--- config.mk ---
export PLATFORM = sky130hd
export DESIGN_NAME = pixel_window_to_text_cell_core
export DESIGN_NICKNAME = d
export VERILOG_FILES = /design/src/design/pwtc_pkg.sv /design/src/design/pwtc_lane.sv /design/src/design/pwtc_merge.sv /design/src/design/pixel_window_to_text_cell_core.sv
export SDC_FILE = /design/constraint.sdc
export NUM_CORES = 2
export LEC_CHECK = 0
export BUFFER_PORTS_ARGS = -buffer_cell sky130_fd_sc_hd__clkbuf_2
export CELL_PAD_IN_SITES_DETAIL_PLACEMENT = 0
export CELL_PAD_IN_SITES_GLOBAL_PLACEMENT = 1
export CORE_AREA = 3 3 289 404
export CTS_CLUSTER_DIAMETER = 80
export DETAILED_ROUTE_END_ITERATION = 8
export DIE_AREA = 0 0 292 407
export PLACE_DENSITY = 0.65
export SYNTH_ARGS = -nofsm -noshare
export SYNTH_HDL_FRONTEND = slang
export SYNTH_SLANG_ARGS = --single-unit
export TNS_END_PERCENT = 50
--- constraint.sdc ---
create_clock -name clk -period 18.7 [get_ports clk]
set_input_delay 0.935 -clock clk [delete_from_list [all_inputs] [get_ports clk]]
set_output_delay 0.935 -clock clk [all_outputs]
set_load 0.02 [all_outputs]
--- src/design/pwtc_pkg.sv ---
`timescale 1ns / 1ps

package pwtc_pkg;

    localparam int NumTaps = 9;

    // Input transaction: nine window pixels and the in-image mask.
    typedef struct packed {
        logic [23:0] pixel_0;
        logic [23:0] pixel_1;
        logic [23:0] pixel_2;
        logic [23:0] pixel_3;
        logic [23:0] pixel_4;
        logic [23:0] pixel_5;
        logic [23:0] pixel_6;
        logic [23:0] pixel_7;
        logic [23:0] pixel_8;
        logic [8:0]  sample_mask;
    } win_item_t;

    // Output transaction: one character cell.
    typedef struct packed {
        logic       blank_cell;
        logic [1:0] shade_index;
        logic [7:0] gray_level;
        logic       color_valid;
        logic [6:0] ansi_code;
    } text_item_t;

    // Per-stage load enables of the pipeline.
    typedef struct packed {
        logic s1;
        logic s2;
        logic s3;
        logic s4;
    } pipe_en_t;

    localparam int SumW  = 12;   // 9 * 255 fits in 12 bits
    localparam int CntW  = 4;    // 0 .. 9 samples
    localparam int RecW  = 17;   // ceil(2^16 / d)
    localparam int RecSh = 16;

    // ceil(2^16 / d) for d = 1..9; exact floor division for sums below 2^12.
    function automatic logic [RecW-1:0] lane_recip(input logic [CntW-1:0] d);
        logic [RecW-1:0] m;
        begin
            unique case (d)
                4'd1:    m = 17'd65536;
                4'd2:    m = 17'd32768;
                4'd3:    m = 17'd21846;
                4'd4:    m = 17'd16384;
                4'd5:    m = 17'd13108;
                4'd6:    m = 17'd10923;
                4'd7:    m = 17'd9363;
                4'd8:    m = 17'd8192;
                4'd9:    m = 17'd7282;
                default: m = '0;
            endcase
            return m;
        end
    endfunction

    // Luma weights and the reciprocal of 1000 (shift 28).
    localparam logic [17:0] LumaR = 18'd299;
    localparam logic [17:0] LumaG = 18'd587;
    localparam logic [17:0] LumaB = 18'd114;
    localparam logic [36:0] GrayRecip = 37'd268436;
    localparam int          GraySh    = 28;

    // Shade boundaries on the weighted sum (gray 85, 170, 255 times 1000).
    localparam logic [17:0] Shade1Min = 18'd85000;
    localparam logic [17:0] Shade2Min = 18'd170000;
    localparam logic [17:0] Shade3Min = 18'd255000;

    // Reciprocal of 3 (shift 12) for brightness.
    localparam logic [20:0] BrRecip = 21'd1366;
    localparam int          BrSh    = 12;

    // Colour thresholds.
    localparam logic [7:0] SatMin    = 8'd30;
    localparam logic [7:0] LvlHigh   = 8'd200;
    localparam logic [7:0] LvlMid    = 8'd150;
    localparam logic [7:0] LvlLow    = 8'd50;
    localparam logic [7:0] LvlBright = 8'd180;
    localparam logic [7:0] ChanHigh  = 8'd150;
    localparam logic [7:0] ChanLow   = 8'd100;
    localparam logic [7:0] ChanWhite = 8'd120;

    // SGR foreground codes.
    localparam logic [6:0] AnsiNone      = 7'd0;
    localparam logic [6:0] AnsiBlack     = 7'd30;
    localparam logic [6:0] AnsiRed       = 7'd31;
    localparam logic [6:0] AnsiGreen     = 7'd32;
    localparam logic [6:0] AnsiBlue      = 7'd34;
    localparam logic [6:0] AnsiWhite     = 7'd37;
    localparam logic [6:0] AnsiGray      = 7'd90;
    localparam logic [6:0] AnsiBrRed     = 7'd91;
    localparam logic [6:0] AnsiBrGreen   = 7'd92;
    localparam logic [6:0] AnsiBrYellow  = 7'd93;
    localparam logic [6:0] AnsiBrBlue    = 7'd94;
    localparam logic [6:0] AnsiBrMagenta = 7'd95;
    localparam logic [6:0] AnsiBrCyan    = 7'd96;
    localparam logic [6:0] AnsiBrWhite   = 7'd97;

    // Register map.
    localparam logic RegColorEnable = 1'b0;

endpackage

--- src/design/pwtc_lane.sv ---
`timescale 1ns / 1ps

module pwtc_lane
    import pwtc_pkg::*;
(
    input  logic                        clk,
    input  pipe_en_t                    en,
    input  logic [NumTaps-1:0][7:0]     samp,
    input  logic [NumTaps-1:0]          mask,
    input  logic [CntW-1:0]             cnt,
    output logic [7:0]                  mean
);

    logic [SumW-1:0]      sum_next;
    logic [SumW-1:0]      sum_reg;
    logic [SumW+RecW-1:0] quot_prod;
    logic [7:0]           mean_next;
    logic [7:0]           mean_reg;

    // Sum the masked samples of this channel.
    always_comb
    begin
        sum_next = '0;
        for (int k = 0; k < NumTaps; k++)
        begin
            if (mask[k])
            begin
                sum_next = sum_next + SumW'(samp[k]);
            end
        end
    end

    always_ff @(posedge clk)
    begin
        if (en.s1)
        begin
            sum_reg <= sum_next;
        end
    end

    // Divide by the sample count through its reciprocal.
    assign quot_prod = (SumW+RecW)'(sum_reg) * (SumW+RecW)'(lane_recip(cnt));
    assign mean_next = quot_prod[RecSh+7:RecSh];

    always_ff @(posedge clk)
    begin
        if (en.s2)
        begin
            mean_reg <= mean_next;
        end
    end

    assign mean = mean_reg;

endmodule

--- src/design/pwtc_merge.sv ---
`timescale 1ns / 1ps

module pwtc_merge
    import pwtc_pkg::*;
(
    input  logic       clk,
    input  pipe_en_t   en,
    input  logic       blank,
    input  logic [7:0] mean_r,
    input  logic [7:0] mean_g,
    input  logic [7:0] mean_b,
    input  logic       color_enable,
    output text_item_t result
);

    logic [17:0] wsum_next;
    logic [9:0]  bsum;
    logic [20:0] br_prod;
    logic [7:0]  mx;
    logic [7:0]  mn;

    logic [17:0] wsum_reg;
    logic [7:0]  br_reg;
    logic [7:0]  r_reg;
    logic [7:0]  g_reg;
    logic [7:0]  b_reg;
    logic        sat_low_reg;
    logic        blank_reg;

    logic [36:0] gray_prod;
    logic [7:0]  gray;
    logic [1:0]  shade;
    logic [6:0]  code;
    text_item_t  result_next;
    text_item_t  result_reg;

    // Weighted luma sum, brightness and saturation of the mean colour.
    assign wsum_next = 18'(mean_r) * LumaR + 18'(mean_g) * LumaG + 18'(mean_b) * LumaB;
    assign bsum      = 10'(mean_r) + 10'(mean_g) + 10'(mean_b);
    assign br_prod   = 21'(bsum) * BrRecip;

    always_comb
    begin
        mx = mean_r;
        mn = mean_r;
        if (mean_g > mx) mx = mean_g;
        if (mean_b > mx) mx = mean_b;
        if (mean_g < mn) mn = mean_g;
        if (mean_b < mn) mn = mean_b;
    end

    always_ff @(posedge clk)
    begin
        if (en.s3)
        begin
            wsum_reg    <= wsum_next;
            br_reg      <= br_prod[BrSh+7:BrSh];
            r_reg       <= mean_r;
            g_reg       <= mean_g;
            b_reg       <= mean_b;
            sat_low_reg <= (mx - mn) < SatMin;
            blank_reg   <= blank;
        end
    end

    // Gray level is the weighted sum over 1000; shade boundaries sit on the sum.
    assign gray_prod = 37'(wsum_reg) * GrayRecip;
    assign gray      = gray_prod[GraySh+7:GraySh];

    always_comb
    begin
        priority if (wsum_reg >= Shade3Min) shade = 2'd3;
        else if (wsum_reg >= Shade2Min)     shade = 2'd2;
        else if (wsum_reg >= Shade1Min)     shade = 2'd1;
        else                                shade = 2'd0;
    end

    function automatic logic [6:0] ladder(input logic [7:0] br);
        logic [6:0] c;
        begin
            priority if (br > LvlHigh) c = AnsiBrWhite;
            else if (br > LvlMid)      c = AnsiWhite;
            else if (br > LvlLow)      c = AnsiGray;
            else                       c = AnsiBlack;
            return c;
        end
    endfunction

    always_comb
    begin
        priority if (sat_low_reg)
            code = ladder(br_reg);
        else if (r_reg > g_reg && r_reg > b_reg)
            code = (br_reg > LvlBright) ? AnsiBrRed : AnsiRed;
        else if (g_reg > r_reg && g_reg > b_reg)
            code = (br_reg > LvlBright) ? AnsiBrGreen : AnsiGreen;
        else if (b_reg > r_reg && b_reg > g_reg)
            code = (br_reg > LvlBright) ? AnsiBrBlue : AnsiBlue;
        else if (r_reg > ChanHigh && g_reg > ChanHigh && b_reg < ChanLow)
            code = AnsiBrYellow;
        else if (r_reg > ChanHigh && g_reg < ChanLow && b_reg > ChanHigh)
            code = AnsiBrMagenta;
        else if (r_reg < ChanLow && g_reg > ChanHigh && b_reg > ChanHigh)
            code = AnsiBrCyan;
        else if (r_reg > ChanWhite && g_reg > ChanWhite && b_reg > ChanWhite)
            code = (br_reg > LvlHigh) ? AnsiBrWhite : AnsiWhite;
        else
            code = ladder(br_reg);
    end

    always_comb
    begin
        if (blank_reg)
        begin
            result_next.blank_cell  = 1'b1;
            result_next.shade_index = '0;
            result_next.gray_level  = '0;
            result_next.color_valid = 1'b0;
            result_next.ansi_code   = AnsiNone;
        end
        else
        begin
            result_next.blank_cell  = 1'b0;
            result_next.shade_index = shade;
            result_next.gray_level  = gray;
            result_next.color_valid = color_enable;
            result_next.ansi_code   = color_enable ? code : AnsiNone;
        end
    end

    always_ff @(posedge clk)
    begin
        if (en.s4)
        begin
            result_reg <= result_next;
        end
    end

    assign result = result_reg;

endmodule

--- src/design/pixel_window_to_text_cell_core.sv ---
`timescale 1ns / 1ps
// An accepted window transaction reaches its cell on txt_data through the registers below.
// Throughput: one transaction per cycle unless stalled; four pipeline registers (lane sum, lane
//   divide, luma/brightness, cell output) each hold one transaction at a time.
// Reset: rst_n clears all valid flags and sets color_enable to 1; no clearing pass.

module pixel_window_to_text_cell_core
    import pwtc_pkg::*;
(
    input  logic        clk,
    input  logic        rst_n,

    // Window stream
    input  logic        win_valid,
    output logic        win_stall,
    input  win_item_t   win_data,

    // Cell stream
    output logic        txt_valid,
    input  logic        txt_stall,
    output text_item_t  txt_data,

    // Register port
    input  logic        psel,
    input  logic        penable,
    input  logic        pwrite,
    input  logic [2:0]  paddr,
    input  logic [31:0] pwdata,
    output logic [31:0] prdata,
    output logic        pready
);

    logic                    v1_reg, v2_reg, v3_reg, v4_reg;
    logic                    rdy1, rdy2, rdy3, rdy4;
    pipe_en_t                pen;

    logic [NumTaps-1:0][23:0] pix;
    logic [NumTaps-1:0][7:0]  samp_r, samp_g, samp_b;
    logic [NumTaps-1:0]       mask;
    logic [CntW-1:0]          cnt_next;
    logic [CntW-1:0]          cnt_reg;
    logic                     blank_reg;
    logic [7:0]               mean_r, mean_g, mean_b;

    logic                     color_enable_reg;
    logic                     cfg_wr;

    // ------------------------------------------------------------------
    // Pipeline control: each stage takes a new transaction when it is
    // empty or its contents move on, so bubbles collapse; while a finished
    // cell waits at the output, input flows until every stage is full.
    // ------------------------------------------------------------------
    assign rdy4 = !v4_reg || !txt_stall;
    assign rdy3 = !v3_reg || rdy4;
    assign rdy2 = !v2_reg || rdy3;
    assign rdy1 = !v1_reg || rdy2;

    assign pen.s1 = rdy1 && win_valid;
    assign pen.s2 = rdy2 && v1_reg;
    assign pen.s3 = rdy3 && v2_reg;
    assign pen.s4 = rdy4 && v3_reg;

    assign win_stall = !rdy1;
    assign txt_valid = v4_reg;

    always_ff @(posedge clk or negedge rst_n)
    begin
        if (!rst_n)
        begin
            v1_reg <= 1'b0;
            v2_reg <= 1'b0;
            v3_reg <= 1'b0;
            v4_reg <= 1'b0;
        end
        else
        begin
            if (rdy1) v1_reg <= win_valid;
            if (rdy2) v2_reg <= v1_reg;
            if (rdy3) v3_reg <= v2_reg;
            if (rdy4) v4_reg <= v3_reg;
        end
    end

    // ------------------------------------------------------------------
    // Split the window into per-channel sample rows and count the
    // samples inside the image.
    // ------------------------------------------------------------------
    assign pix[0] = win_data.pixel_0;
    assign pix[1] = win_data.pixel_1;
    assign pix[2] = win_data.pixel_2;
    assign pix[3] = win_data.pixel_3;
    assign pix[4] = win_data.pixel_4;
    assign pix[5] = win_data.pixel_5;
    assign pix[6] = win_data.pixel_6;
    assign pix[7] = win_data.pixel_7;
    assign pix[8] = win_data.pixel_8;
    assign mask   = win_data.sample_mask;

    always_comb
    begin
        cnt_next = '0;
        for (int k = 0; k < NumTaps; k++)
        begin
            samp_r[k] = pix[k][23:16];
            samp_g[k] = pix[k][15:8];
            samp_b[k] = pix[k][7:0];
            cnt_next  = cnt_next + CntW'(mask[k]);
        end
    end

    // Hold the count beside the lane sums, then the empty flag beside the means.
    always_ff @(posedge clk)
    begin
        if (pen.s1)
        begin
            cnt_reg <= cnt_next;
        end
        if (pen.s2)
        begin
            blank_reg <= (cnt_reg == '0);
        end
    end

    // ------------------------------------------------------------------
    // One lane per colour channel: masked sum, then divide by count.
    // ------------------------------------------------------------------
    pwtc_lane u_lane_r
    (
        .clk  (clk),
        .en   (pen),
        .samp (samp_r),
        .mask (mask),
        .cnt  (cnt_reg),
        .mean (mean_r)
    );

    pwtc_lane u_lane_g
    (
        .clk  (clk),
        .en   (pen),
        .samp (samp_g),
        .mask (mask),
        .cnt  (cnt_reg),
        .mean (mean_g)
    );

    pwtc_lane u_lane_b
    (
        .clk  (clk),
        .en   (pen),
        .samp (samp_b),
        .mask (mask),
        .cnt  (cnt_reg),
        .mean (mean_b)
    );

    // ------------------------------------------------------------------
    // Merge the channel means into gray level, shade and colour code.
    // ------------------------------------------------------------------
    pwtc_merge u_merge
    (
        .clk          (clk),
        .en           (pen),
        .blank        (blank_reg),
        .mean_r       (mean_r),
        .mean_g       (mean_g),
        .mean_b       (mean_b),
        .color_enable (color_enable_reg),
        .result       (txt_data)
    );

    // ------------------------------------------------------------------
    // Register port: color_enable at byte address 0; other words drop
    // writes and read as zero.
    // ------------------------------------------------------------------
    assign pready = 1'b1;
    assign cfg_wr = psel && penable && pwrite && pready;

    always_ff @(posedge clk or negedge rst_n)
    begin
        if (!rst_n)
        begin
            color_enable_reg <= 1'b1;
        end
        else if (cfg_wr && (paddr[2] == RegColorEnable))
        begin
            color_enable_reg <= pwdata[0];
        end
    end

    assign prdata = (paddr[2] == RegColorEnable) ? {31'd0, color_enable_reg} : 32'd0;

endmodule

Yosys cells after proc, flatten, opt, wreduce, memory -nomap -nowiden
Memory sizes are Yosys's and may differ from the RTL's. A register that Yosys moved wholly into a read port is not among the register bits.
Cells that the tools add are included.
{ "word_totals": {"ff_bits": 141, "latch_bits": 0, "mem_bits_rw": 0, "rom_bits": 816, "input_bits": 267, "out_inout_bits": 54, "n_memories": 3} }
{ "op_classes": {"add_sub_neg": 37, "multipliers": 8, "div": 0, "n_lt_le_gt_ge": 27, "eq_ne": 0, "shifts": 0, "mux": 55, "n_bitwise": 2, "reduce_logical": 30} }
{ "memory_table": {"columns": ["memory", "depth", "width", "rd", "rd_ports_with_merged_regs", "write_ports", "line", "source"], "rows": [
  ["(no name shown)", 16, 17, 1, 1, 0, "pwtc_pkg.sv:47", "unique case (d)"],
  ["(no name shown)", 16, 17, 1, 1, 0, "pwtc_pkg.sv:47", null],
  ["(no name shown)", 16, 17, 1, 1, 0, "pwtc_pkg.sv:47", null]
]} }
{ "ops": {"columns": ["cell", "n"], "rows": [
  ["$mux W12", 24],
  ["$add A12 B8 Y12", 21],
  ["$mux W7", 16],
  ["$mul A12 B17 Y24", 3],
  ["$gt A8 B8 Y1", 8],
  ["$mux W8", 7],
  ["$gt A8 B8 Y1 const B", 6],
  ["$add A8 B8 Y9", 4],
  ["$ge A18 B18 Y1 const B", 2],
  ["$mul A18 B17 Y34 const B", 1],
  ["$gt A8 B7 Y1 const B", 3],
  ["$lt A8 B7 Y1 const B", 3],
  ["$add A4 B1 Y4", 5],
  ["$mul A10 B10 Y19 const B", 1],
  ["$mux W19", 1],
  ["$add A17 B18 Y18", 1],
  ["$add A18 B15 Y18", 1],
  ["$ge A18 B17 Y1 const B", 1],
  ["$logic_and A1 B1 Y1", 18],
  ["$mul A8 B10 Y18 const B", 1],
  ["$mul A8 B9 Y17 const B", 1],
  ["$lt A8 B8 Y1", 2],
  ["$mul A8 B6 Y14 const B", 1],
  ["$mux W4", 3],
  ["14 further kinds", 25]
]} }

Longest topological paths before layout
{ "logic_depth": {"word_depth": 17, "depth_mapped": 49, "mapped_depth_nobuf": 48} }

Cells and area by module
From an unflattened synthesis, not the netlist that was laid out.
{ "unflattened": {"hier_cells": 4935, "hier_area_um2": 44526.5} }
{ "modules_own_cells": {"columns": ["mod", "instances", "cells_each", "area_per_inst_um2", "seq_area_each_um2"], "rows": [
  ["pwtc_merge", 1, 1400, 14193.6, 2102.0],
  ["pwtc_lane (u_lane_b)", 1, 1159, 9895.7, 600.6],
  ["pwtc_lane (u_lane_r)", 1, 1157, 9894.5, 600.6],
  ["pwtc_lane (u_lane_g)", 1, 1133, 9699.3, 600.6],
  ["pixel_window_to_text_cell_core", 1, 86, 843.3, 276.5]
]} }

Worst setup path before layout
OpenSTA, ideal clock, no wires.
{ "synth_path": {"path_type": "input to register", "from": "in win_data[0] (netlist bit)", "to": "reg u_lane_b.sum_reg[9], data pin", "setup_time_ns": 0.262, "arrival_ns": 8.814, "required_ns": 18.438, "path_slack_ns": 9.623, "stages": 46, "path_buffers": 1, "path_cell_list": "clkbuf_1 > nand2_1 > fa_1 > nor2b_1 > o31a_2 > a21oi_1 > mux2_2 > ha_1 > o21ai_0 > nor2_1 > o21ai_0 > o21a_1 > ha_1 > o21a_1 > o31a_1 > a211oi_1 > a21o_1 > ha_1 > [... 10 more ...] > mux2_2 > ha_1 > or3_1 > a21oi_1 > o21bai_1 > inv_1 > ha_1 > a21boi_0 > or3_1 > o21ai_0 > ha_1 > a21oi_1 > nor2b_1 > o21ai_0 > nor2b_1 > xnor2_1 > a21oi_1 > xnor2_1"} }
{ "synth_via": {"elab_chain_cells": 17} }
{ "synth_rtl": {"columns": ["item", "line", "source"], "rows": [
  ["start, declared", "pixel_window_to_text_cell_core.sv:16", "input win_item_t win_data,"],
  ["$mux W8 (*)", "pwtc_lane.sv:26", "if (mask[k])"],
  ["$add A8 B8 Y9", "pwtc_lane.sv:28", "sum_next = sum_next + SumW'(samp[k]);"],
  ["$mux W12 (*)", "pwtc_lane.sv:26", null],
  ["$add A12 B8 Y12", "pwtc_lane.sv:28", null],
  ["$mux W12 (*)", "pwtc_lane.sv:26", null],
  ["$add A12 B8 Y12", "pwtc_lane.sv:28", null],
  ["$mux W12 (*)", "pwtc_lane.sv:26", null],
  ["$add A12 B8 Y12", "pwtc_lane.sv:28", null],
  ["[... 2 more ...]", null, null],
  ["$mux W12 (*)", "pwtc_lane.sv:26", null],
  ["$add A12 B8 Y12", "pwtc_lane.sv:28", null],
  ["$mux W12 (*)", "pwtc_lane.sv:26", null],
  ["$add A12 B8 Y12", "pwtc_lane.sv:28", null],
  ["$mux W12 (*)", "pwtc_lane.sv:26", null],
  ["$add A12 B8 Y12", "pwtc_lane.sv:28", null],
  ["$mux W12 (*)", "pwtc_lane.sv:26", null],
  ["via u_lane_b.sum_next[9]", "pwtc_lane.sv:14", "logic [SumW-1:0] sum_next;"],
  ["end signal, assigned", "pwtc_lane.sv:37", "sum_reg <= sum_next;"],
  ["end, declared", "pwtc_lane.sv:15", "logic [SumW-1:0] sum_reg;"]
]} }
The timed path passes the listed nets; every way through them passes the cells marked *.
A chain may end at the register's enable or synchronous reset.

Worst setup path in the final report
Ends and elaborated chain as after synthesis.

==> key figures <==
Timing
  • Slew Limit Fails: 0
  • Worst hold margin: around 0.26 ns
  • Rel. slew slack: between 20% and 30%
  • Final Skew: around 0.015 ns
  • Hold Fails Final Rpt: 0
  • Final TNS setup: 0 ns
  • Tcrit/Tclk final: a little over half
  • Worst-margin pin slew: 1.09 ns
  • Fmax: around 100 MHz
  • Post-route minimum period: about 10 ns
  • Endpoints failing setup: 0
  • RSZ-0062 raised after global routing: false

Critical path
  • CP max stage cell: fa_1
  • R2R setup slack: roughly 11 ns
  • CP required: between 15 and 20 ns
  • Cell depth of the worst flop-to-flop path: 24
  • Critical Path End Type: flip-flop
  • Crit path to: u_lane_b.sum_reg[9]
  • FF-to-FF Start: u_lane_g.mean[0]
  • Kind of cell adding the most delay to the critical path: compound AO/OA/AOI/OAI gates
  • CP arrival: around 10 ns
  • Setup CP Type: primary input to flip-flop
  • CP Launch Type: primary input
  • Critical R2R Capture: u_merge.br_reg[7]
  • Cell mode on critical path: ha_1
  • Worst Setup SP: win_data[0]
  • CP peak stage delay: 0.43 ns
  • CP Buf/Inv Count: 4
  • Max FO, Critical Path: 25
  • Stages on the worst setup path: 44

Floorplan
  • Core Box Area: between 100000 and 150000 um^2
  • Chip Width: about 300 um
  • Initial Util: 38.8%
  • I/O pin count: around 320
  • Die Y: approximately 400 um
  • # rows: around 150
  • Die Area: 119000 um^2

Clocking
  • Post_cts resized: 0
  • Root Buffer: clkbuf_16
  • Num CTS Buffers: 17
  • H-Tree Depth: 4
  • Clk Latency, worst-skew pair: ~0.5 ns
  • CTS clk-pin slew, worst paths: approximately 0.080 ns
  • Clock tree sinks: 155
  • Bufs on Longest Clock Path: 2
  • Post-CTS Setup Repair Bufs: 0
  • CTS tree: built
  • Cts hold-fix bufs: 0

Global routing
  • GRT overflow: 0
  • Initial antenna violation count: 21
  • First-pass GRT wire length: 188000 um
  • Vias in the first global route: 35351
  • GRT Resource Usage Total: approximately a fifth
  • Largest net degree at the start of global routing: 53

Synthesis
  • Simple-gate share of the synthesized area: between 10 and 15%
  • Mux cell area share after synthesis: 2.93%
  • Area fraction of the dominant cell type after synthesis: a little over a quarter
  • Post-synthesis async set-or-reset flop share: under 10%
  • Post-synthesis sequential element count: around 160
  • Synth Cell Area: roughly 44000 um^2
  • Mean Syn Cell Area: ~9 um^2
  • Largest family of logic cells by synthesized area: adder cells
  • Post-synth EDFFs: 135
  • Dominant cell type by area after synthesis: fa_1
  • Cell variety after synth: a little under 100
  • XOR/XNOR share of the synthesized area: a little under 5%
  • Ranking of synthesized cells by area: fa_1 27%, ha_1 21%, edfxtp_1 9.2%, inv_1 7.7%, nand2_1 4.0%
  • Syn Inst Count: between 4000 and 5000
  • Post-synth top flop: edfxtp_1
  • Synth Area in Adders: a little under half
  • Synth Area in Compound Gates: ~13%
  • Sequential share of the synthesized area: 10.2%
  • Yosys warns: 0

Layout
  • Final Cell Area: about 47000 um^2
  • Most frequent cells in the layout: 897 x inv_1, 725 x ha_1, 594 x fa_1
  • Flip-flop and latch area: 4480 um^2
  • Most common cell after layout, fill and taps aside: inv_1
  • P&R area growth vs syn: 7.71%
  • Post-layout nets: roughly 6700
  • Area of the multi-input gates: between 30000 and 40000 um^2
  • Share of layout cells above drive strength 1: 9.27%
  • Fillers: roughly 12000

Placed design
  • Routability Congestion: ~0.87
  • DP HPWL: 97900 um
  • Buffers on Ports: 255
  • Cell Area, Placed: roughly 47000 um^2

Drt
  • Vias per cell: 5.03
  • DR iter-0 viols: ~1100
  • DRC: 0
  • Drt pass-1 iters: 5
  • Drt total wl: ~120000 um
  • Post-route antenna net violation count: 0
  • DR WL/cell: ~18 um
  • Total number of vias: about 33000

Worst hold path
  • Min-Delay Path Class: primary input to asynchronous set/reset pin

Flow run
  • Max-Cap Viols: 0

Status
  • Status: completed
[final cells by class]
cell class                 instances  area share (%)
clock buffer                      18           0.904
clock inverter                    14           0.311
multi-input combinational       3706            74.9
sequential                       155            9.45
tap                             1480            3.90
antenna                            9          0.0475
timing repair buffer             294            3.31
inverter                         903            7.14
[synthesized netlist by cell type (5+ instances only)]
master / count
a21oi_1: 213
nand3_1: 33
o211ai_1: 8
o31ai_1: 25
or2_2: 12
xnor2_2: 6
o31a_1: 20
a21o_1: 90
o221ai_1: 5
or3_1: 17
and2_1: 191
buf_1: 7
o21ai_0: 182
mux2_2: 73
a211oi_1: 46
nand4_1: 20
ha_1: 725
nor3_1: 47
a2111oi_0: 7
o21ba_2: 5
edfxtp_1: 135
o2111ai_1: 7
clkbuf_1: 125
nor2b_1: 54
dfxtp_1: 15
inv_1: 898
o22ai_1: 8
nand2b_1: 22
a31oi_1: 18
a21oi_2: 6
and3_1: 11
o21bai_1: 54
nand2_1: 475
xnor2_1: 174
nor2_1: 241
mux2i_1: 43
o21a_1: 75
buf_4: 33
a21boi_0: 11
xor2_1: 53
a211o_1: 6
fa_1: 594
[kinds of logic after synthesis]
family | count (synthesis)
mux | 118
xor+xnor | 237
fa+ha+maj | 1319
simple gates | 1149
buf+inv | 1070
other cells | 2
flops | 155
compound gates | 851
[worst register-to-register path, stage by stage, from the launching register on]
cell and delay (ns):
edfxtp_1 0.63, ha_1 0.35, fa_1 0.41, a21o_1 0.19, a21oi_1 0.22, o21bai_1 0.10, a21oi_1 0.22, xor2_1 0.20
ha_1 0.29, a21o_1 0.17, a21o_1 0.18, xnor2_1 0.49, ha_1 0.34, ha_1 0.35, fa_1 0.57, fa_1 0.44
fa_1 0.48, ha_1 0.28, o21ai_0 0.23, a221oi_1 0.19, o211ai_1 0.26, a21oi_1 0.14, or3_1 0.40, a21oi_1 0.19
xnor2_1 0.07
[worst min path at each step]
| stage | from | endpoint | cells past startpoint |
|---|---|---|---|
| after floorplan | blank_reg | u_merge.blank_reg | 0 |
| final | rst_n | v1_reg | 1 |
| after CTS | rst_n | v1_reg | 1 |
| after global placement | blank_reg | u_merge.blank_reg | 0 |
| after detailed placement | blank_reg | u_merge.blank_reg | 0 |
| after global routing | rst_n | v1_reg | 1 |
[metrics by stage]
stage | cells | worst slack [ns] | utilization (%)
floorplan | 4931 | 9.62 | -
global placement | 6538 | 8.03 | 41.3
detailed placement | 6538 | 7.91 | 41.3
CTS | 6570 | 8.42 | 41.8
global route | 6571 | 7.67 | 41.8
finish | 6579 | 8.49 | 41.8
[per-layer routing]
layer  up-vias  global-route usage [%]  share of wire [%]
met5         -                       0               0.14
met4        24                    6.18                2.8
met3       140                    3.38                4.3
met2       544                    38.9                 53
met1     16063                    22.7                 39
li1      16343                       -                  -
Power is left out: the tool's default activity adds up to more than one toggle a clock period on the data nets, which glitch-free logic cannot reach.
